--- src/design/ledring_pkg.sv ---
// Package for the LED ring pattern generator.
// Holds widths, mode and register codes, reset values, shared types and the
// color wheel and level scaling functions. Depends on nothing.
package ledring_pkg;

	localparam int RING_LEDS_DEF = 16;
	localparam int MODE_W        = 2;
	localparam int SHOWN_W       = 3;
	localparam int CH_W          = 8;
	localparam int PIX_IDX_W     = 6;
	localparam int CFG_IDX_W     = 4;
	localparam int PROD_W        = 2 * CH_W;

	localparam logic [MODE_W-1:0] MODE_TITLE = 2'd0;
	localparam logic [MODE_W-1:0] MODE_PLAY  = 2'd1;
	localparam logic [MODE_W-1:0] MODE_OVER  = 2'd2;
	localparam logic [MODE_W-1:0] MODE_WIN   = 2'd3;

	localparam logic [SHOWN_W-1:0] SHOWN_NONE = 3'd4;

	localparam logic [CFG_IDX_W-1:0] REG_BRIGHTNESS  = 4'd0;
	localparam logic [CFG_IDX_W-1:0] REG_TITLE_LEVEL = 4'd1;
	localparam logic [CFG_IDX_W-1:0] REG_PLAY_STEP   = 4'd2;
	localparam logic [CFG_IDX_W-1:0] REG_WIN_STEP    = 4'd3;

	localparam logic [CH_W-1:0] BRIGHTNESS_RST  = 8'd32;
	localparam logic [CH_W-1:0] TITLE_LEVEL_RST = 8'd16;
	localparam logic [CH_W-1:0] PLAY_STEP_RST   = 8'd4;
	localparam logic [CH_W-1:0] WIN_STEP_RST    = 8'd32;

	localparam logic [CH_W-1:0] WHEEL_SEG1 = 8'd85;
	localparam logic [CH_W-1:0] WHEEL_SEG2 = 8'd170;
	localparam logic [CH_W-1:0] CH_MAX     = 8'd255;

	typedef struct packed {
		logic [CH_W-1:0] brightness;
		logic [CH_W-1:0] title_level;
		logic [CH_W-1:0] play_hue_step;
		logic [CH_W-1:0] victory_hue_step;
	} cfg_regs_t;

	typedef struct packed {
		logic [CH_W-1:0] red;
		logic [CH_W-1:0] green;
		logic [CH_W-1:0] blue;
	} rgb_t;

	typedef struct packed {
		logic            rainbow;
		logic [CH_W-1:0] hue;
		rgb_t            color;
	} frame_desc_t;

	// Three-segment wheel: red to green, green to blue, blue to red.
	function automatic rgb_t wheel_color(input logic [CH_W-1:0] pos);
		logic [CH_W-1:0] q;
		logic [CH_W-1:0] up;
		logic [CH_W-1:0] down;
		rgb_t            c;
		if (pos < WHEEL_SEG1) begin
			q = pos;
		end else if (pos < WHEEL_SEG2) begin
			q = pos - WHEEL_SEG1;
		end else begin
			q = pos - WHEEL_SEG2;
		end
		up   = CH_W'({2'b00, q} + {1'b0, q, 1'b0});
		down = CH_MAX - up;
		if (pos < WHEEL_SEG1) begin
			c = '{red: down, green: up, blue: '0};
		end else if (pos < WHEEL_SEG2) begin
			c = '{red: '0, green: down, blue: up};
		end else begin
			c = '{red: up, green: '0, blue: down};
		end
		return c;
	endfunction

	// Exact floor(x / 255) for any product of two 8-bit levels.
	function automatic logic [CH_W-1:0] div255(input logic [PROD_W-1:0] x);
		logic [PROD_W:0] sum;
		sum = {1'b0, x} + (PROD_W+1)'(1) + (PROD_W+1)'(x[PROD_W-1:CH_W]);
		return sum[PROD_W-1:CH_W];
	endfunction

endpackage

--- src/design/ledring_ifs.sv ---
// Handshake channel interfaces of the LED ring pattern generator:
// frame ticks in, pixels out, and register writes.
// Depends on ledring_pkg.
interface frame_tick_if import ledring_pkg::*; ();
	logic              valid;
	logic              ready;
	logic [MODE_W-1:0] game_mode;

	modport source (output valid, output game_mode, input ready);
	modport sink (input valid, input game_mode, output ready);
endinterface

interface pixel_if import ledring_pkg::*; ();
	logic                 valid;
	logic                 ready;
	logic [PIX_IDX_W-1:0] pixel_index;
	logic [CH_W-1:0]      red;
	logic [CH_W-1:0]      green;
	logic [CH_W-1:0]      blue;
	logic                 last_pixel;

	modport source (output valid, output pixel_index, output red, output green,
		output blue, output last_pixel, input ready);
	modport sink (input valid, input pixel_index, input red, input green,
		input blue, input last_pixel, output ready);
endinterface

interface cfg_wr_if import ledring_pkg::*; ();
	logic                 valid;
	logic                 ready;
	logic [CFG_IDX_W-1:0] index;
	logic [CH_W-1:0]      data;

	modport source (output valid, output index, output data, input ready);
	modport sink (input valid, input index, input data, output ready);
endinterface

--- src/design/led_ring_pattern_generator_top.sv ---
// Top level of the LED ring pattern generator.
// Instantiates the register file, frame control and pixel generator.
// Depends on ledring_pkg, ledring_ifs and the ledring_* modules.
//
// Each frame tick on the tick channel yields either nothing or one frame of
// RING_LEDS pixels on the pixel channel, one pixel per cycle while the sink
// is ready, with last_pixel set on the final one. The pixel sequencer sets
// the rate: it takes one frame at a time, and one further tick is held as
// a pending frame, so the next frame follows the previous one without a
// gap. The first pixel of a tick passes the description, sequencer, product
// and output registers. Register writes are taken in any cycle and should
// be made while no frame is pending or streaming.
module led_ring_pattern_generator_top import ledring_pkg::*; #(
	parameter int RING_LEDS = RING_LEDS_DEF
) (
	input  logic       clk,
	input  logic       arst_n,
	frame_tick_if.sink tick,
	pixel_if.source    pixel,
	cfg_wr_if.sink     cfg
);

	cfg_regs_t   regs;
	logic        desc_valid;
	logic        desc_take;
	frame_desc_t desc;

	ledring_cfg_regs u_cfg_regs (
		.clk    (clk),
		.arst_n (arst_n),
		.cfg    (cfg),
		.regs   (regs)
	);

	ledring_frame_ctrl u_frame_ctrl (
		.clk        (clk),
		.arst_n     (arst_n),
		.tick       (tick),
		.regs       (regs),
		.desc_take  (desc_take),
		.desc_valid (desc_valid),
		.desc       (desc)
	);

	ledring_pixel_gen #(
		.RING_LEDS (RING_LEDS)
	) u_pixel_gen (
		.clk        (clk),
		.arst_n     (arst_n),
		.desc_valid (desc_valid),
		.desc       (desc),
		.desc_take  (desc_take),
		.regs       (regs),
		.pixel      (pixel)
	);

endmodule

--- src/design/ledring_cfg_regs.sv ---
// Configuration register file of the LED ring pattern generator.
// Takes writes from the register channel. Depends on ledring_pkg and ledring_ifs.
module ledring_cfg_regs import ledring_pkg::*; (
	input  logic      clk,
	input  logic      arst_n,
	cfg_wr_if.sink    cfg,
	output cfg_regs_t regs
);

	cfg_regs_t regs_q;

	assign cfg.ready = 1'b1;
	assign regs      = regs_q;

	always_ff @(posedge clk or negedge arst_n) begin
		if (!arst_n) begin
			regs_q.brightness       <= BRIGHTNESS_RST;
			regs_q.title_level      <= TITLE_LEVEL_RST;
			regs_q.play_hue_step    <= PLAY_STEP_RST;
			regs_q.victory_hue_step <= WIN_STEP_RST;
		end else if (cfg.valid) begin
			case (cfg.index)
				REG_BRIGHTNESS:  regs_q.brightness       <= cfg.data;
				REG_TITLE_LEVEL: regs_q.title_level      <= cfg.data;
				REG_PLAY_STEP:   regs_q.play_hue_step    <= cfg.data;
				REG_WIN_STEP:    regs_q.victory_hue_step <= cfg.data;
				default: ;
			endcase
		end
	end

endmodule

--- src/design/ledring_frame_ctrl.sv ---
// Frame decision logic: tracks shown mode, blink phase and hue, and turns each accepted tick,
// but a repeated title tick, into a pending frame description. Depends on ledring_pkg, ledring_ifs.
module ledring_frame_ctrl import ledring_pkg::*; (
	input  logic        clk,
	input  logic        arst_n,
	frame_tick_if.sink  tick,
	input  cfg_regs_t   regs,
	input  logic        desc_take,
	output logic        desc_valid,
	output frame_desc_t desc
);

	logic [SHOWN_W-1:0] shown_q;
	logic               phase_q;
	logic [CH_W-1:0]    hue_q;
	logic               desc_valid_q;
	frame_desc_t        desc_q;

	logic               accept;
	logic               changed;
	logic               phase_eff;
	logic               emit;
	logic               phase_nxt;
	logic [CH_W-1:0]    hue_nxt;
	frame_desc_t        desc_nxt;

	assign tick.ready = !desc_valid_q || desc_take;
	assign accept     = tick.valid && tick.ready;
	assign desc_valid = desc_valid_q;
	assign desc       = desc_q;

	assign changed   = {1'b0, tick.game_mode} != shown_q;
	assign phase_eff = changed ? 1'b0 : phase_q;

	always_comb begin
		emit      = 1'b1;
		phase_nxt = phase_eff;
		hue_nxt   = hue_q;
		desc_nxt  = '{rainbow: 1'b0, hue: hue_q, color: '0};
		case (tick.game_mode)
			MODE_TITLE: begin
				emit           = changed;
				desc_nxt.color = '{red: regs.title_level, green: regs.title_level,
					blue: regs.title_level};
			end
			MODE_PLAY: begin
				desc_nxt.rainbow = 1'b1;
				hue_nxt          = hue_q + regs.play_hue_step;
			end
			MODE_OVER: begin
				phase_nxt = !phase_eff;
				if (!phase_eff) begin
					desc_nxt.color.red = regs.brightness;
				end
			end
			MODE_WIN: begin
				phase_nxt = !phase_eff;
				if (!phase_eff) begin
					desc_nxt.rainbow = 1'b1;
					hue_nxt          = hue_q + regs.victory_hue_step;
				end
			end
			default: ;
		endcase
	end

	always_ff @(posedge clk or negedge arst_n) begin
		if (!arst_n) begin
			shown_q      <= SHOWN_NONE;
			phase_q      <= 1'b0;
			hue_q        <= '0;
			desc_valid_q <= 1'b0;
		end else begin
			if (accept) begin
				shown_q <= {1'b0, tick.game_mode};
				phase_q <= phase_nxt;
				hue_q   <= hue_nxt;
			end
			if (accept) begin
				desc_valid_q <= emit;
			end else if (desc_take) begin
				desc_valid_q <= 1'b0;
			end
		end
	end

	always_ff @(posedge clk) begin
		if (accept) begin
			desc_q <= desc_nxt;
		end
	end

endmodule

--- src/design/ledring_pixel_gen.sv ---
// Pixel sequencer and color pipeline: walks the ring one pixel per cycle unless
// the output stalls, evaluates the wheel and brightness product for rainbow frames,
// then scales it into the output register. Depends on ledring_pkg and ledring_ifs.
module ledring_pixel_gen import ledring_pkg::*; #(
	parameter int RING_LEDS = RING_LEDS_DEF
) (
	input  logic        clk,
	input  logic        arst_n,
	input  logic        desc_valid,
	input  frame_desc_t desc,
	output logic        desc_take,
	input  cfg_regs_t   regs,
	pixel_if.source     pixel
);

	localparam int CNT_W = (RING_LEDS > 1) ? $clog2(RING_LEDS) : 1;
	localparam int REM_W = $clog2(RING_LEDS) + 1;
	localparam logic [CH_W-1:0]  STEP_WHOLE = CH_W'(256 / RING_LEDS);
	localparam logic [REM_W-1:0] STEP_REM   = REM_W'(256 % RING_LEDS);
	localparam logic [REM_W-1:0] RING_N     = REM_W'(RING_LEDS);
	localparam logic [CNT_W-1:0] CNT_LAST   = CNT_W'(RING_LEDS - 1);

	logic              active_q;
	frame_desc_t       frame_q;
	logic [CNT_W-1:0]  cnt_q;
	logic [CH_W-1:0]   whole_q;
	logic [REM_W-1:0]  rem_q;

	logic              s1_v;
	logic              s1_scale;
	logic              s1_last;
	logic [CNT_W-1:0]  s1_idx;
	logic [PROD_W-1:0] s1_r;
	logic [PROD_W-1:0] s1_g;
	logic [PROD_W-1:0] s1_b;

	logic              out_v_q;
	logic              out_last_q;
	logic [CNT_W-1:0]  out_idx_q;
	rgb_t              out_rgb_q;

	logic              out_load;
	logic              s1_ready;
	logic              issue;
	logic              last_issue;
	logic [REM_W-1:0]  rem_sum;
	rgb_t              wheel;

	assign out_load   = !out_v_q || pixel.ready;
	assign s1_ready   = !s1_v || out_load;
	assign issue      = active_q && s1_ready;
	assign last_issue = issue && (cnt_q == CNT_LAST);
	assign desc_take  = desc_valid && (!active_q || last_issue);
	assign rem_sum    = rem_q + STEP_REM;
	assign wheel      = wheel_color(frame_q.hue + whole_q);

	always_ff @(posedge clk or negedge arst_n) begin
		if (!arst_n) begin
			active_q <= 1'b0;
			s1_v     <= 1'b0;
			out_v_q  <= 1'b0;
		end else begin
			if (desc_take) begin
				active_q <= 1'b1;
			end else if (last_issue) begin
				active_q <= 1'b0;
			end
			if (s1_ready) begin
				s1_v <= issue;
			end
			if (out_load) begin
				out_v_q <= s1_v;
			end
		end
	end

	always_ff @(posedge clk) begin
		if (desc_take) begin
			frame_q <= desc;
			cnt_q   <= '0;
			whole_q <= '0;
			rem_q   <= '0;
		end else if (issue) begin
			cnt_q <= cnt_q + CNT_W'(1);
			if (rem_sum >= RING_N) begin
				rem_q   <= rem_sum - RING_N;
				whole_q <= whole_q + STEP_WHOLE + CH_W'(1);
			end else begin
				rem_q   <= rem_sum;
				whole_q <= whole_q + STEP_WHOLE;
			end
		end
		if (s1_ready) begin
			s1_idx   <= cnt_q;
			s1_last  <= cnt_q == CNT_LAST;
			s1_scale <= frame_q.rainbow;
			if (frame_q.rainbow) begin
				s1_r <= PROD_W'(wheel.red) * PROD_W'(regs.brightness);
				s1_g <= PROD_W'(wheel.green) * PROD_W'(regs.brightness);
				s1_b <= PROD_W'(wheel.blue) * PROD_W'(regs.brightness);
			end else begin
				s1_r <= PROD_W'(frame_q.color.red);
				s1_g <= PROD_W'(frame_q.color.green);
				s1_b <= PROD_W'(frame_q.color.blue);
			end
		end
		if (out_load) begin
			out_idx_q  <= s1_idx;
			out_last_q <= s1_last;
			if (s1_scale) begin
				out_rgb_q <= '{red: div255(s1_r), green: div255(s1_g), blue: div255(s1_b)};
			end else begin
				out_rgb_q <= '{red: s1_r[CH_W-1:0], green: s1_g[CH_W-1:0],
					blue: s1_b[CH_W-1:0]};
			end
		end
	end

	assign pixel.valid       = out_v_q;
	assign pixel.pixel_index = PIX_IDX_W'(out_idx_q);
	assign pixel.red         = out_rgb_q.red;
	assign pixel.green       = out_rgb_q.green;
	assign pixel.blue        = out_rgb_q.blue;
	assign pixel.last_pixel  = out_last_q;

endmodule

--- src/flat_wrapper.sv ---
// flat-port wrapper written by rule: the top's interface ports become plain ports
module led_ring_pattern_generator_top_flat import ledring_pkg::*;
#(
	parameter int RING_LEDS = RING_LEDS_DEF
)
  (clk, arst_n, tick_valid, tick_game_mode, tick_ready, pixel_valid, pixel_pixel_index, pixel_red, pixel_green, pixel_blue, pixel_last_pixel, pixel_ready, cfg_valid, cfg_index, cfg_data, cfg_ready);
  frame_tick_if tick_i ();
  pixel_if pixel_i ();
  cfg_wr_if cfg_i ();
  input  logic clk;
  input  logic arst_n;
  input wire logic [$bits(tick_i.valid)-1:0] tick_valid;
  input wire logic [$bits(tick_i.game_mode)-1:0] tick_game_mode;
  output wire logic [$bits(tick_i.ready)-1:0] tick_ready;
  output wire logic [$bits(pixel_i.valid)-1:0] pixel_valid;
  output wire logic [$bits(pixel_i.pixel_index)-1:0] pixel_pixel_index;
  output wire logic [$bits(pixel_i.red)-1:0] pixel_red;
  output wire logic [$bits(pixel_i.green)-1:0] pixel_green;
  output wire logic [$bits(pixel_i.blue)-1:0] pixel_blue;
  output wire logic [$bits(pixel_i.last_pixel)-1:0] pixel_last_pixel;
  input wire logic [$bits(pixel_i.ready)-1:0] pixel_ready;
  input wire logic [$bits(cfg_i.valid)-1:0] cfg_valid;
  input wire logic [$bits(cfg_i.index)-1:0] cfg_index;
  input wire logic [$bits(cfg_i.data)-1:0] cfg_data;
  output wire logic [$bits(cfg_i.ready)-1:0] cfg_ready;
  assign tick_i.valid = tick_valid;
  assign tick_i.game_mode = tick_game_mode;
  assign tick_ready = tick_i.ready;
  assign pixel_valid = pixel_i.valid;
  assign pixel_pixel_index = pixel_i.pixel_index;
  assign pixel_red = pixel_i.red;
  assign pixel_green = pixel_i.green;
  assign pixel_blue = pixel_i.blue;
  assign pixel_last_pixel = pixel_i.last_pixel;
  assign pixel_i.ready = pixel_ready;
  assign cfg_i.valid = cfg_valid;
  assign cfg_i.index = cfg_index;
  assign cfg_i.data = cfg_data;
  assign cfg_ready = cfg_i.ready;
  led_ring_pattern_generator_top #(.RING_LEDS(RING_LEDS)) u_core (.clk(clk), .arst_n(arst_n), .tick(tick_i), .pixel(pixel_i), .cfg(cfg_i));
endmodule
--- config.mk ---
export PLATFORM = sky130hd
export DESIGN_NAME = led_ring_pattern_generator_top_flat
export DESIGN_NICKNAME = d
export VERILOG_FILES = /design/src/design/ledring_pkg.sv /design/src/design/ledring_ifs.sv /design/src/design/led_ring_pattern_generator_top.sv /design/src/design/ledring_cfg_regs.sv /design/src/design/ledring_frame_ctrl.sv /design/src/design/ledring_pixel_gen.sv /design/src/flat_wrapper.sv
export SDC_FILE = /design/constraint.sdc
export NUM_CORES = 1
export LEC_CHECK = 0
export BUFFER_PORTS_ARGS = -buffer_cell sky130_fd_sc_hd__buf_2
export CELL_PAD_IN_SITES_DETAIL_PLACEMENT = 0
export CELL_PAD_IN_SITES_GLOBAL_PLACEMENT = 2
export CORE_ASPECT_RATIO = 0.9
export CORE_MARGIN = 10
export CORE_UTILIZATION = 35
export DETAILED_ROUTE_END_ITERATION = 10
export PLACE_DENSITY_LB_ADDON = 0.1
export SLEW_MARGIN = 20
export SYNTH_ARGS = -nofsm -noshare
export SYNTH_HDL_FRONTEND = slang
export SYNTH_SLANG_ARGS = --single-unit
export TNS_END_PERCENT = 5
--- constraint.sdc ---
create_clock -name clk -period 8.64 [get_ports clk]
set_input_delay 0.864 -clock clk [delete_from_list [all_inputs] [get_ports clk]]
set_output_delay 0.864 -clock clk [all_outputs]
set_load 0.005 [all_outputs]
Yosys cells after proc, flatten, opt, wreduce, memory -nomap -nowiden
Index checks and enable logic that the tools add are counted.
{"block": "classes", "addsub": 17, "mul": 3, "reduce_logical": 25, "n_mux": 22, "n_eq_ne": 9, "n_lt_le_gt_ge": 3}
{"operator": "24-bit 2-to-1 mux", "n": 3}
{"operator": "8-bit 2-to-1 mux", "n": 8}
{"operator": "16-bit by 1-bit adder with 16-bit output (second input constant)", "n": 3}
{"operator": "16-bit by 8-bit adder with 16-bit output", "n": 3}
{"operator": "8-bit by 8-bit multiplier with 16-bit output", "n": 3}
{"operator": "8-bit adder", "n": 4}
{"operator": "8-bit case mux with 2 select lines", "n": 2}
{"operator": "2-bit AND reduction", "n": 5}
{"operator": "8-bit by 1-bit adder with 8-bit output (second input constant)", "n": 1}
{"operator": "8-bit by 5-bit adder with 8-bit output (second input constant)", "n": 1}
{"operator": "4-bit by 2-bit == test with 1-bit output (second input constant)", "n": 2}
{"operator": "8-bit by 7-bit less-than comparator with 1-bit output (second input constant)", "n": 1}
{"operator": "8-bit less-than comparator (second input constant)", "n": 1}
{"operator": "1-bit 2-to-1 mux", "n": 8}
{"operator": "8-bit by 7-bit subtractor with 8-bit output (second input constant)", "n": 1}
{"operator": "8-bit subtractor (first input constant)", "n": 1}
{"operator": "8-bit subtractor (second input constant)", "n": 1}
{"operator": "2-bit nonzero test", "n": 3}
{"operator": "5-bit >= comparator (second input constant)", "n": 1}
{"operator": "1-bit zero test", "n": 5}
{"operator": "5-bit subtractor (second input constant)", "n": 1}
{"operator": "4-bit by 1-bit adder with 4-bit output (second input constant)", "n": 1}
{"operator": "2-bit == test (second input constant)", "n": 2}
{"operator": "4-bit by 1-bit == test with 1-bit output (second input constant)", "n": 1}
{"operator": "11 further kinds", "n": 17}
{"block": "word_totals", "regBits": 198, "elab_cells": 115, "out_inout_bits": 34, "inputBits": 19}

Logic depth before layout (Yosys ltp)
Gate-level depths: netlist of the first run.
{"block": "depth", "ltp_word": 10, "mapped_depth": 38, "mapped_depth_nobuf": 38}

Cells and area by module
A second synthesis of the first run with hierarchy kept.
{"block": "unflattened", "hier_cells": 1604, "hier_area_um2": 16911.2}
{"module": "ledring_pixel_gen", "cells_per_inst": 1385, "area_per_inst_um2": 13753.2, "seq_area_each_um2": 3818.7, "instances": 1}
{"module": "ledring_frame_ctrl", "cells_per_inst": 145, "area_per_inst_um2": 1893.1, "seq_area_each_um2": 1077.3, "instances": 1}
{"module": "ledring_cfg_regs", "cells_per_inst": 74, "area_per_inst_um2": 1265.0, "seq_area_each_um2": 805.8, "instances": 1}

Least setup slack after synthesis of the first run
Ideal clock, no wire load.
{"block": "synth_timing", "kind": "register to register", "from": "reg u_core.u_pixel_gen.whole_q[0]", "to": "reg u_core.u_pixel_gen.s1_r[15], data pin", "setup_time_ns": 0.266, "synth_period_minus_slack_ns": 8.522, "path_slack_ns": 0.118, "n_path_buf": 3, "path_stages_with_launch": 36, "required_time_ns": 8.374, "t_arrival_ns": 8.256, "cell_sequence": "dfxtp_1 ha_1 inv_1 fa_1 nand2b_1 a21o_1 a211o_1 buf_2 o21ai_2 clkbuf_1 clkbuf_1 o211ai_1 xnor2_1 ha_1 nor2b_1 a31oi_1 xnor2_1 mux2i_1 nand2_1 fa_1 fa_1 inv_1 fa_1 inv_1 fa_1 inv_1 ha_1 a21boi_0 o21ai_0 a21boi_0 o21ai_0 a21boi_0 o21ai_0 a21oi_1 xnor2_1 nor2_1"}
{"block": "synth_between", "elab_chain_cells": 8, "elab_cells_between_ends": 12, "classes_between": "5 x add/sub; 1 x mul; 2 x order compare; 4 x mux"}
{"element": "from (decl)", "line_no": "ledring_pixel_gen.sv:26", "source": "logic [CH_W-1:0] whole_q;"}
{"element": "from (signal assigned)", "line_no": "ledring_pixel_gen.sv:87", "source": "whole_q <= whole_q + STEP_WHOLE + CH_W'(1);"}
{"element": "from (signal assigned)", "line_no": "ledring_pixel_gen.sv:90", "source": "whole_q <= whole_q + STEP_WHOLE;"}
{"element": "8-bit adder (*)", "line_no": "ledring_pixel_gen.sv:55", "source": "assign wheel = wheel_color(frame_q.hue + whole_q);"}
{"element": "8-bit subtractor, or another cell as far along", "line_no": "ledring_pkg.sv:65", "source": "q = pos - WHEEL_SEG2;"}
{"element": "8-bit 2-to-1 mux", "line_no": "ledring_pkg.sv:62", "source": "end else if (pos < WHEEL_SEG2) begin"}
{"element": "8-bit 2-to-1 mux", "line_no": "ledring_pkg.sv:60", "source": "if (pos < WHEEL_SEG1) begin"}
{"element": "8-bit adder", "line_no": "ledring_pkg.sv:67", "source": "up = CH_W'({2'b00, q} + {1'b0, q, 1'b0});"}
{"element": "8-bit subtractor / 24-bit 2-to-1 mux (equally long branches)", "line_no": "ledring_pkg.sv:68, ledring_pkg.sv:71"}
{"element": "24-bit 2-to-1 mux (*)", "line_no": "ledring_pkg.sv:69", "source": "if (pos < WHEEL_SEG1) begin"}
{"element": "8-bit by 8-bit multiplier with 16-bit output (*)", "line_no": "ledring_pixel_gen.sv:98", "source": "s1_r <= PROD_W'(wheel.red) * PROD_W'(regs.brightness);"}
{"element": "to (signal assigned)", "line_no": "ledring_pixel_gen.sv:98"}
{"element": "to (signal assigned)", "line_no": "ledring_pixel_gen.sv:102", "source": "s1_r <= PROD_W'(frame_q.color.red);"}
{"element": "to (decl)", "line_no": "ledring_pixel_gen.sv:33", "source": "logic [PROD_W-1:0] s1_r;"}
Mark *: on every way between the ends. The rest lies on a longest branch, timed or not.
A chain may end at the register's enable or synchronous reset.

Final worst setup path of the first run
{"block": "layout_timing", "from": "reg u_core.u_pixel_gen.frame_q[28] in the netlist's numbering", "to": "reg u_core.u_pixel_gen.s1_b[15], data pin"}
{"block": "layout_between", "elab_chain_cells": 9, "elab_cells_between_ends": 12, "classes_between": "5 x add/sub; 1 x mul; 2 x order compare; 4 x mux"}
{"element": "from (decl)", "line_no": "ledring_pixel_gen.sv:24", "source": "frame_desc_t frame_q;"}
{"element": "from (signal assigned)", "line_no": "ledring_pixel_gen.sv:79", "source": "frame_q <= desc;"}
{"element": "8-bit adder (*)", "line_no": "ledring_pixel_gen.sv:55"}
{"element": "8-bit subtractor, or another cell as far along", "line_no": "ledring_pkg.sv:65"}
{"element": "8-bit 2-to-1 mux", "line_no": "ledring_pkg.sv:62"}
{"element": "8-bit 2-to-1 mux", "line_no": "ledring_pkg.sv:60"}
{"element": "8-bit adder", "line_no": "ledring_pkg.sv:67"}
{"element": "8-bit subtractor", "line_no": "ledring_pkg.sv:68", "source": "down = CH_MAX - up;"}
{"element": "24-bit 2-to-1 mux", "line_no": "ledring_pkg.sv:71", "source": "end else if (pos < WHEEL_SEG2) begin"}
{"element": "24-bit 2-to-1 mux (*)", "line_no": "ledring_pkg.sv:69"}
{"element": "8-bit by 8-bit multiplier with 16-bit output (*)", "line_no": "ledring_pixel_gen.sv:100", "source": "s1_b <= PROD_W'(wheel.blue) * PROD_W'(regs.brightness);"}
{"element": "to (signal assigned)", "line_no": "ledring_pixel_gen.sv:100"}
{"element": "to (signal assigned)", "line_no": "ledring_pixel_gen.sv:104", "source": "s1_b <= PROD_W'(frame_q.color.blue);"}
{"element": "to (decl)", "line_no": "ledring_pixel_gen.sv:35", "source": "logic [PROD_W-1:0] s1_b;"}
Marked as above.

==> impl_metrics.json, run 1 <==
{
  "synth_edf_count": 133,
  "grt_max_degree": 59,
  "async_reset_ff_frac": 0.2474,
  "postRouteAntennaNets": 0,
  "fill_cells": 4532,
  "cts_num_sinks": 194,
  "dp_slack_ns": 0.0003384,
  "ios": 53,
  "period_needed_ns": 8.313,
  "antenna_found_initial": 0,
  "setup_ws_ns": 0.3273,
  "avgRoutedWirePerCell_um": 17.88,
  "status": "finished, final reports clean",
  "cap_violations": 0,
  "ys_types": 86,
  "ys.flop_type": "edfxtp_1",
  "core_region_area_um2": 45180,
  "drt_first_pass_iters": 5,
  "root_buffer": "clkbuf_16",
  "avgSynthCellArea_um2": 10.21,
  "areaGrowthSynthToFinish_pct": 13.74,
  "seq_area_frac_synth": 0.3430,
  "overflow": 0,
  "worstHoldStart": "u_core.u_frame_ctrl.desc[21]$_DFFE_PP_",
  "die_area_um2": 54430,
  "finalCritPeriodShare": 0.9621,
  "crit_path_start_kind": "flip-flop",
  "relSlewSlack": 0.4028,
  "track_usage": 0.1536,
  "diodes": 0,
  "vias": 11060,
  "gp_congestion": 0.8322,
  "port_buffers": 49,
  "grt_setup_unrepaired": "true",
  "grt_pass1_wl_um": 65770,
  "crit_path_start": "u_core.u_pixel_gen.frame_q[28]$_DFFE_PP_",
  "multiInputGateArea_um2": 9754,
  "clock_skew_ns": 0.01652,
  "finalHoldViolations": 0,
  "synth_compound_gate_area_share": 0.1040,
  "die_y_um": 222.3,
  "slew_viol_final": 0,
  "r2r_start": "u_core.u_pixel_gen.frame_q[28]$_DFFE_PP_",
  "synth_cells": 1559,
  "hpwl_um": 31550,
  "tightest_slew_ns": 0.8959,
  "hold_buffers": 0,
  "seq_area_um2": 5461,
  "drt_iter0_drc": 486,
  "end_kind": "flip-flop",
  "cp_max_fo": 8,
  "synth_area_um2": 15920,
  "hp-class": "reg -> reg",
  "drc": 0,
  "r2r_slack_ns": 0.33,
  "cp.arrival_ns": 8.53,
  "yosys_warnings": 0,
  "drive_above_1_share": 0.1574,
  "final_cell_mix": "178 x inv_1, 155 x ha_1, 137 x nor2_1",
  "synth_simple_gate_area_frac": 0.1489,
  "cts_buffers": 17,
  "clock.fmax_mhz": 120.3,
  "crit_required_ns": 8.86,
  "htree_levels": 4,
  "rows": 74,
  "synth_adder_area_share": 0.2629,
  "grt_pass1_vias": 11450,
  "clock_latency_ns": 0.47,
  "clock_path_buffers": 2,
  "initial_core_util": 0.3524,
  "slowest_stage": "fa_1",
  "setup_viol": 0,
  "path_class": "reg -> reg",
  "synth_xor_xnor_area_share": 0.04951,
  "clk_pin_slew_worst_paths_ns": 0.08,
  "nNetsFinal": 1945,
  "synth_top_family_by_area": "adder cells",
  "synthMuxAreaShare": 0.03544,
  "slowest_delay_ns": 0.54,
  "routed_wl_um": 40750,
  "crit_top_cell": "fa_1",
  "mostFrequentLayoutCell": "inv_1",
  "die-width_um": 244.8,
  "cts_tree": "done",
  "synth-seq-cells": 194,
  "viasPerCell": 4.853
}
synth_stat cells, types with 6 or more instances:
| cell | n | area (um^2) |
|---|---|---|
| nor2b_1 | 17 | 106.4 |
| nor3b_1 | 9 | 67.56 |
| and2_1 | 74 | 462.9 |
| o21a_1 | 19 | 142.6 |
| edfxtp_1 | 133 | 3994 |
| dfrtp_1 | 43 | 1076 |
| o21ai_1 | 7 | 35.03 |
| nand2_1 | 115 | 431.7 |
| mux2_2 | 43 | 484.2 |
| nand3_1 | 17 | 85.08 |
| xnor2_1 | 56 | 490.5 |
| or3_1 | 9 | 56.30 |
| o21ai_0 | 58 | 290.3 |
| or2_2 | 6 | 37.54 |
| inv_1 | 178 | 668.1 |
| mux2i_1 | 8 | 80.08 |
| clkinv_1 | 7 | 26.28 |
| xor2_1 | 24 | 210.2 |
| nand2b_1 | 17 | 106.4 |
| a21oi_1 | 74 | 370.4 |
| ha_1 | 157 | 1964 |
| clkbuf_1 | 32 | 120.1 |
| dfxtp_1 | 13 | 260.3 |
| nor2_1 | 138 | 518.0 |
| nor3_1 | 48 | 240.2 |
| o211ai_1 | 7 | 52.55 |
| fa_1 | 111 | 2222 |
| a21o_1 | 25 | 187.7 |
| a21boi_0 | 9 | 67.56 |
per-stage QoR:
step	area, um^2	setup TNS [ns]	util	hold slack [ns]	instances
2_1_floorplan	15930	0	-	0.4003	1560
3_5_place_dp	17220	0	0.3810	0.4045	2236
3_3_place_gp	17220	0	0.3810	0.4022	2236
6_report	18110	0	0.4008	0.4163	2279
5_1_grt	18110	-0.4463	0.4008	0.4245	2279
4_1_cts	17850	-0.01147	0.3951	0.4169	2268
final cells by class:
type	count	area share
multi-input combinational	1136	0.5386
sequential	194	0.3016
timing repair buffer	123	0.04442
tap	608	0.04201
inverter	186	0.03855
clock buffer	20	0.02584
clock inverter	12	0.008982
routing by layer:
layer,vias to the layer above,routed length (um),track usage
li1,5479,-,-
met4,0,485,0.03624
met2,137,19360,0.2529
met3,32,1195,0.02591
met5,-,0,0
met1,5412,19710,0.2063
worst paths after layout:
| check | end | cells after the start |
|---|---|---|
| setup / recovery | u_core.u_pixel_gen.s1_b[15]$_SDFFCE_PN0N_ | 33 |
| hold / removal | u_core.u_pixel_gen.frame_q[21]$_DFFE_PP_ | 0 |
| setup reg to reg | u_core.u_pixel_gen.s1_b[15]$_SDFFCE_PN0N_ | 33 |
| hold reg to reg | u_core.u_pixel_gen.frame_q[21]$_DFFE_PP_ | 0 |
| max in group asynchronous | u_core.u_frame_ctrl.hue_q[1]$_DFFE_PN0P_ | 2 |
| min in group asynchronous | u_core.u_frame_ctrl.shown_q[0]$_DFFE_PN0P_ | 2 |
flip-flops by register name, summed over array words and instances, names as in the netlist, 3 cells and up:
register                        count
u_core.u_pixel_gen.s1_r            16
u_core.u_frame_ctrl.desc           25
u_core.u_pixel_gen.pixel.blue       8
u_core.u_pixel_gen.whole_q          8
u_core.u_pixel_gen.pixel.red        8
u_core.u_pixel_gen.pixel.green      8
u_core.u_pixel_gen.s1_idx           4
u_core.u_pixel_gen.out_idx_q        4
u_core.u_frame_ctrl.hue_q           8
u_core.u_pixel_gen.cnt_q            4
u_core.u_pixel_gen.s1_g            16
u_core.u_frame_ctrl.shown_q         3
u_core.u_cfg_regs.regs             32
u_core.u_pixel_gen.s1_b            16
u_core.u_pixel_gen.frame_q         25
critical path: cells and delay by family (launching register included):
family                   cells  cell delay [ns]
multiplexers                 1             0.26
AND/OR/NAND/NOR              5             0.85
adder cells (fa/ha/maj)      7             2.92
flip-flops                   1             0.37
XOR/XNOR                     2             0.33
buffers and inverters        5             0.60
AO/OA/AOI/OAI               13             2.72
cell families after synthesis:
kind of cell	after synthesis
compound gates	245
xor+xnor	85
fa+ha+maj	268
buf+inv	230
flops	194
mux	51
other cells	2
simple gates	484
timing repair:
action,in CTS,in global routing
setup endpoints to repair,3,15
gates cloned,0,0
setup buffers,0,11
gates resized for setup,1,49
pin swaps,0,17
Power of run 1 is not shown: default switching activity piles up to over one toggle a cycle in this logic, so the estimate is an artifact.
==> run 2, diff against run 1 <==
--- a/config.mk
+++ b/config.mk
@@ -16,5 +16,6 @@
 export SLEW_MARGIN = 20
 export SYNTH_ARGS = -nofsm -noshare
 export SYNTH_HDL_FRONTEND = slang
+export SYNTH_HIERARCHICAL = 1
 export SYNTH_SLANG_ARGS = --single-unit
 export TNS_END_PERCENT = 5
==> impl_metrics.json, run 2 <==
{
  "areaGrowthSynthToFinish_pct": 13.16,
  "clk_pin_slew_worst_paths_ns": 0.06,
  "crit_path_start_kind": "flip-flop",
  "yosys_warnings": 6,
  "largest-register": "u_core/u_pixel_gen/frame_q",
  "synth_cells": 1604,
  "vias": 11350,
  "drive_above_1_share": 0.1662,
  "crit_required_ns": 8.93,
  "use_met2": 0.2314,
  "antenna_found_initial": 1,
  "finalHoldViolations": 0,
  "setup_viol": 0,
  "synth-seq-cells": 202,
  "hpwl_um": 33630,
  "finalCritPeriodShare": 0.9609,
  "cts_tree": "done",
  "track_usage": 0.1503,
  "slew_viol_final": 0,
  "die_area_um2": 57520,
  "postRouteAntennaNets": 0,
  "top_usage_layer": "met2",
  "core_region_area_um2": 47830,
  "dp_cells": 2269,
  "crit_family": "adder cells",
  "port_buffers": 49,
  "r2r_start": "u_core/u_pixel_gen/frame_q[24]$_DFFE_PP_",
  "clock.fmax_mhz": 120.5,
  "routed_wl_um": 42800,
  "async_reset_ff_frac": 0.2376,
  "grt_util_met1": 0.2221,
  "relSlewSlack": 0.3251,
  "hold_buffers": 0,
  "slowest_stage": "fa_1",
  "cap_violations": 0,
  "fin_cells": 2327,
  "die-width_um": 251.7,
  "slowest_delay_ns": 0.53,
  "crit_path_start": "u_core/u_pixel_gen/frame_q[24]$_DFFE_PP_",
  "clock_skew_ns": 0.01249,
  "path_class": "reg -> reg",
  "grt_pass1_wl_um": 69320,
  "crit_top_cell": "fa_1",
  "path_buf_inv": 5,
  "synth_area_um2": 16910,
  "clock_latency_ns": 0.54,
  "avgRoutedWirePerCell_um": 18.39,
  "mostFrequentLayoutCell": "inv_1",
  "period_needed_ns": 8.302,
  "yosys.area.top_type": "edfxtp_1",
  "die_y_um": 228.5,
  "cts_num_sinks": 202,
  "ys_types": 82,
  "cts_buffers": 25,
  "rows": 76,
  "met3_usage": 0.02012,
  "initial_core_util": 0.3536,
  "timing.hold.ws_ns": 0.4154,
  "root_buffer": "clkbuf_16",
  "grt_pass1_vias": 11830,
  "drt_first_pass_iters": 4,
  "seq_area_frac_synth": 0.3372,
  "cp_max_fo": 7,
  "synth_top_area_frac": 0.2504,
  "end_kind": "flip-flop",
  "nNetsFinal": 1970,
  "final_cell_mix": "195 x inv_1, 154 x ha_1, 141 x edfxtp_1",
  "final_util": 0.4001,
  "drc": 0,
  "synth_edf_count": 141,
  "synth.top_cells.by_area": "edfxtp_1 25%, fa_1 13%, ha_1 12%",
  "fill_cells": 4736,
  "htree_levels": 1,
  "clock_path_buffers": 3,
  "viasPerCell": 4.877,
  "tightest_slew_ns": 1.006,
  "grt_max_degree": 59,
  "status": "finished, final reports clean",
  "largest_register_ffs": 33,
  "hp-class": "in -> async",
  "ys.flop_type": "edfxtp_1",
  "ios": 53,
  "gp_congestion": 0.8079,
  "cp.arrival_ns": 8.59,
  "drt_iter0_drc": 513,
  "diodes": 0,
  "overflow": 0,
  "synth.most_common_cell": "inv_1",
  "synth_common_cells": "196 x inv_1, 157 x ha_1, 141 x edfxtp_1",
  "avgSynthCellArea_um2": 10.54
}
## run 2: worst paths after layout
path | slack (ns) | cells after the start | to
worst max-delay path | 0.34 | 34 | u_core/u_pixel_gen/s1_r[13]$_SDFFCE_PN0N_
worst min-delay path | 0.42 | 2 | u_core/u_cfg_regs/regs[12]$_DFFE_PN0P_
worst max register to register | 0.34 | 34 | u_core/u_pixel_gen/s1_r[13]$_SDFFCE_PN0N_
worst min register to register | 0.42 | 0 | u_core/u_pixel_gen/frame_q[18]$_DFFE_PP_
max in group asynchronous | 7.79 | 2 | u_core/u_cfg_regs/regs[17]$_DFFE_PN0P_
min in group clk | 0.42 | 0 | u_core/u_pixel_gen/frame_q[18]$_DFFE_PP_
## run 2: cell families (layout without fill, tap and decap cells)
kind of cell               count (synthesis)  count (layout)  synth area share
xor gates and xnor gates                  77              77           0.04121
and+or+nand+nor                          425             425            0.1310
AOI/OAI and AO/OA                        235             235           0.09086
buffers and inverters                    261             359           0.06607
DFF                                      202             202            0.3372
adders and majority gates                267             267            0.2464
other                                      2               3         0.0004441
muxes                                    135             135           0.08693
## run 2: timing repair
item / in CTS / in global routing
gates resized for setup: 0 / 51
buffers inserted: 0 / 12
endpoints found under the hold margin: 0 / 0
setup endpoints to repair: 0 / 15
## run 2: layer usage
layer	routed length [um]	part of all wire
met3	1402	0.033
met4	562	0.013
met2	18590	0.43
met1	22250	0.52
met5	0	0
## run 2: area by class of cell
type                       count  area (um^2)  share of cell area
multi-input combinational   1142        10300              0.5385
clock inverter                12        162.7            0.008500
inverter                     199        747.0             0.03903
sequential                   202         5702              0.2979
clock buffer                  34        699.4             0.03655
timing repair buffer         114        740.7             0.03871
tap                          624        780.7             0.04080
## run 2: stage by stage
step | area (um^2) | TNS [ns] | setup slack [ns]
after CTS | 18860 | 0 | 0.05189
final | 19140 | 0 | 0.3379
after detailed placement | 18000 | 0 | 0.09099
after floorplan | 16920 | 0 | 0.4312
after global routing | 19140 | -0.2483 | -0.08855
after global placement | 18000 | 0 | 0.1021
## run 2: worst reg2reg max path: cells and delay by family (launching register included)
kind,cells,cell delay (ns)
adder cells (fa/ha/maj),8,3.23
AO/OA/AOI/OAI,12,2.22
AND/OR/NAND/NOR,5,0.82
XOR/XNOR,3,0.73
buffers and inverters,5,0.38
flip-flops,1,0.34
multiplexers,1,0.34
Power of run 2 is left out for the same reason.
==> run 3, diff against run 2 <==
==> constraint.sdc (replaced) <==
create_clock -name clk -period 8.5 [get_ports clk]
set_input_delay 0.85 -clock clk [delete_from_list [all_inputs] [get_ports clk]]
set_output_delay 0.85 -clock clk [all_outputs]
set_load 0.005 [all_outputs]
==> impl_metrics.json, run 3 (synthesis gave the netlist of run 2 again) <==
{
  "status": "finished, final reports clean",
  "slew_viol_final": 0,
  "ios": 53,
  "setup_viol": 0,
  "finalHoldViolations": 0,
  "hold_buffers": 0,
  "final_area_um2": 19170,
  "tightest_slew_ns": 1.054,
  "antenna_found_initial": 0,
  "cts_num_sinks": 202,
  "avgRoutedWirePerCell_um": 18.36,
  "overflow": 0,
  "routed_wl_um": 42820,
  "end_kind": "flip-flop",
  "htree_levels": 1,
  "hpwl_um": 33900,
  "multiInputGateArea_um2": 10360,
  "cp.arrival_ns": 8.38,
  "postRouteAntennaNets": 0,
  "path_class": "reg -> reg",
  "final_cell_mix": "196 x inv_1, 155 x ha_1, 141 x edfxtp_1",
  "clock_path_buffers": 3,
  "root_buffer": "clkbuf_16",
  "track_usage": 0.1499,
  "initial_core_util": 0.3536,
  "rows": 76,
  "gp_congestion": 0.8336,
  "diodes": 0,
  "slowest_stage": "fa_1",
  "slowest_delay_ns": 0.55,
  "cp_max_fo": 5,
  "die_area_um2": 57520,
  "clk_pin_slew_worst_paths_ns": 0.06,
  "port_buffers": 49,
  "drc": 0,
  "fill_cells": 4739,
  "routed-wl-met3_um": 1101,
  "cts_buffers": 24,
  "seq_area_um2": 5702,
  "cap_violations": 0,
  "vias": 11380,
  "drt_iter0_drc": 471,
  "largest_register_ffs": 33,
  "relSlewSlack": 0.2965,
  "crit_path_start_kind": "flip-flop",
  "core_region_area_um2": 47830,
  "place_area_um2": 18060,
  "hp-class": "in -> async",
  "viasPerCell": 4.880,
  "die_y_um": 228.5,
  "die-width_um": 251.7,
  "routed-wl-met2_um": 18750,
  "highest_layer": "met4",
  "grt_pass1_vias": 11760,
  "clock_skew_ns": 0.02187,
  "drt-met1-wl_um": 22310,
  "clock_latency_ns": 0.53,
  "nNetsFinal": 1976,
  "path_buf_inv": 7,
  "crit_family": "adder cells",
  "areaGrowthSynthToFinish_pct": 13.34,
  "final_util": 0.4007,
  "clock.fmax_mhz": 123.4,
  "cts_tree": "done",
  "grt_max_degree": 59,
  "grt_pass1_wl_um": 68610,
  "crit_required_ns": 8.78,
  "mostFrequentLayoutCell": "inv_1",
  "finalCritPeriodShare": 0.9536,
  "drive_above_1_share": 0.1727,
  "period_needed_ns": 8.106,
  "drt_first_pass_iters": 5,
  "largest-register": "u_core/u_pixel_gen/frame_q"
}
## run 3: repair_timing
| item | in CTS | in global routing |
|---|---|---|
| pin swaps | 0 | 27 |
| resized for setup | 3 | 64 |
| setup endpoints to repair | 1 | 16 |
| setup buffers | 0 | 12 |
## run 3: final timing paths
check | from | endpoint | slack (ns) | cells after the start
max | u_core/u_pixel_gen/frame_q[24]$_DFFE_PP_ | u_core/u_pixel_gen/s1_b[15]$_SDFFCE_PN0N_ | 0.39 | 33
min | arst_n | u_core/u_cfg_regs/regs[12]$_DFFE_PN0P_ | 0.35 | 1
max reg2reg | u_core/u_pixel_gen/frame_q[24]$_DFFE_PP_ | u_core/u_pixel_gen/s1_b[15]$_SDFFCE_PN0N_ | 0.39 | 33
min reg2reg | u_core/u_frame_ctrl/desc[19]$_DFFE_PP_ | u_core/u_pixel_gen/frame_q[19]$_DFFE_PP_ | 0.40 | 0
max in group asynchronous | arst_n | u_core/u_cfg_regs/regs[16]$_DFFE_PN0P_ | 7.73 | 1
min in group clk | u_core/u_frame_ctrl/desc[19]$_DFFE_PP_ | u_core/u_pixel_gen/frame_q[19]$_DFFE_PP_ | 0.40 | 0
## run 3: stage by stage
stage	TNS (ns)	worst slack (ns)	hold slack, ns	std cells
6_report	0	0.3942	0.3456	2332
5_1_grt	-0.02124	-0.01546	0.3895	2332
4_1_cts	0	0.02081	0.3933	2320
3_5_place_dp	-0.01422	-0.01422	0.4045	2276
3_3_place_gp	0	0.1048	0.4023	2276
2_1_floorplan	0	0.2912	0.4003	1605
## run 3: layout make-up
cell class / count / share of cell area
Inverter: 199 / 0.03897
Sequential cell: 202 / 0.2975
Multi-Input combinational cell: 1142 / 0.5403
Clock inverter: 15 / 0.007246
Timing Repair Buffer: 121 / 0.04243
Tap cell: 624 / 0.04073
Clock buffer: 29 / 0.03284
## run 3: layer usage
layer  global-route usage  vias to the layer above
li1                     -                     5652
met5                    0                        -
met1               0.2208                     5553
met2               0.2323                      136
met3              0.01716                       38
met4              0.02971                        0
Power of run 3 is left out for the same reason.
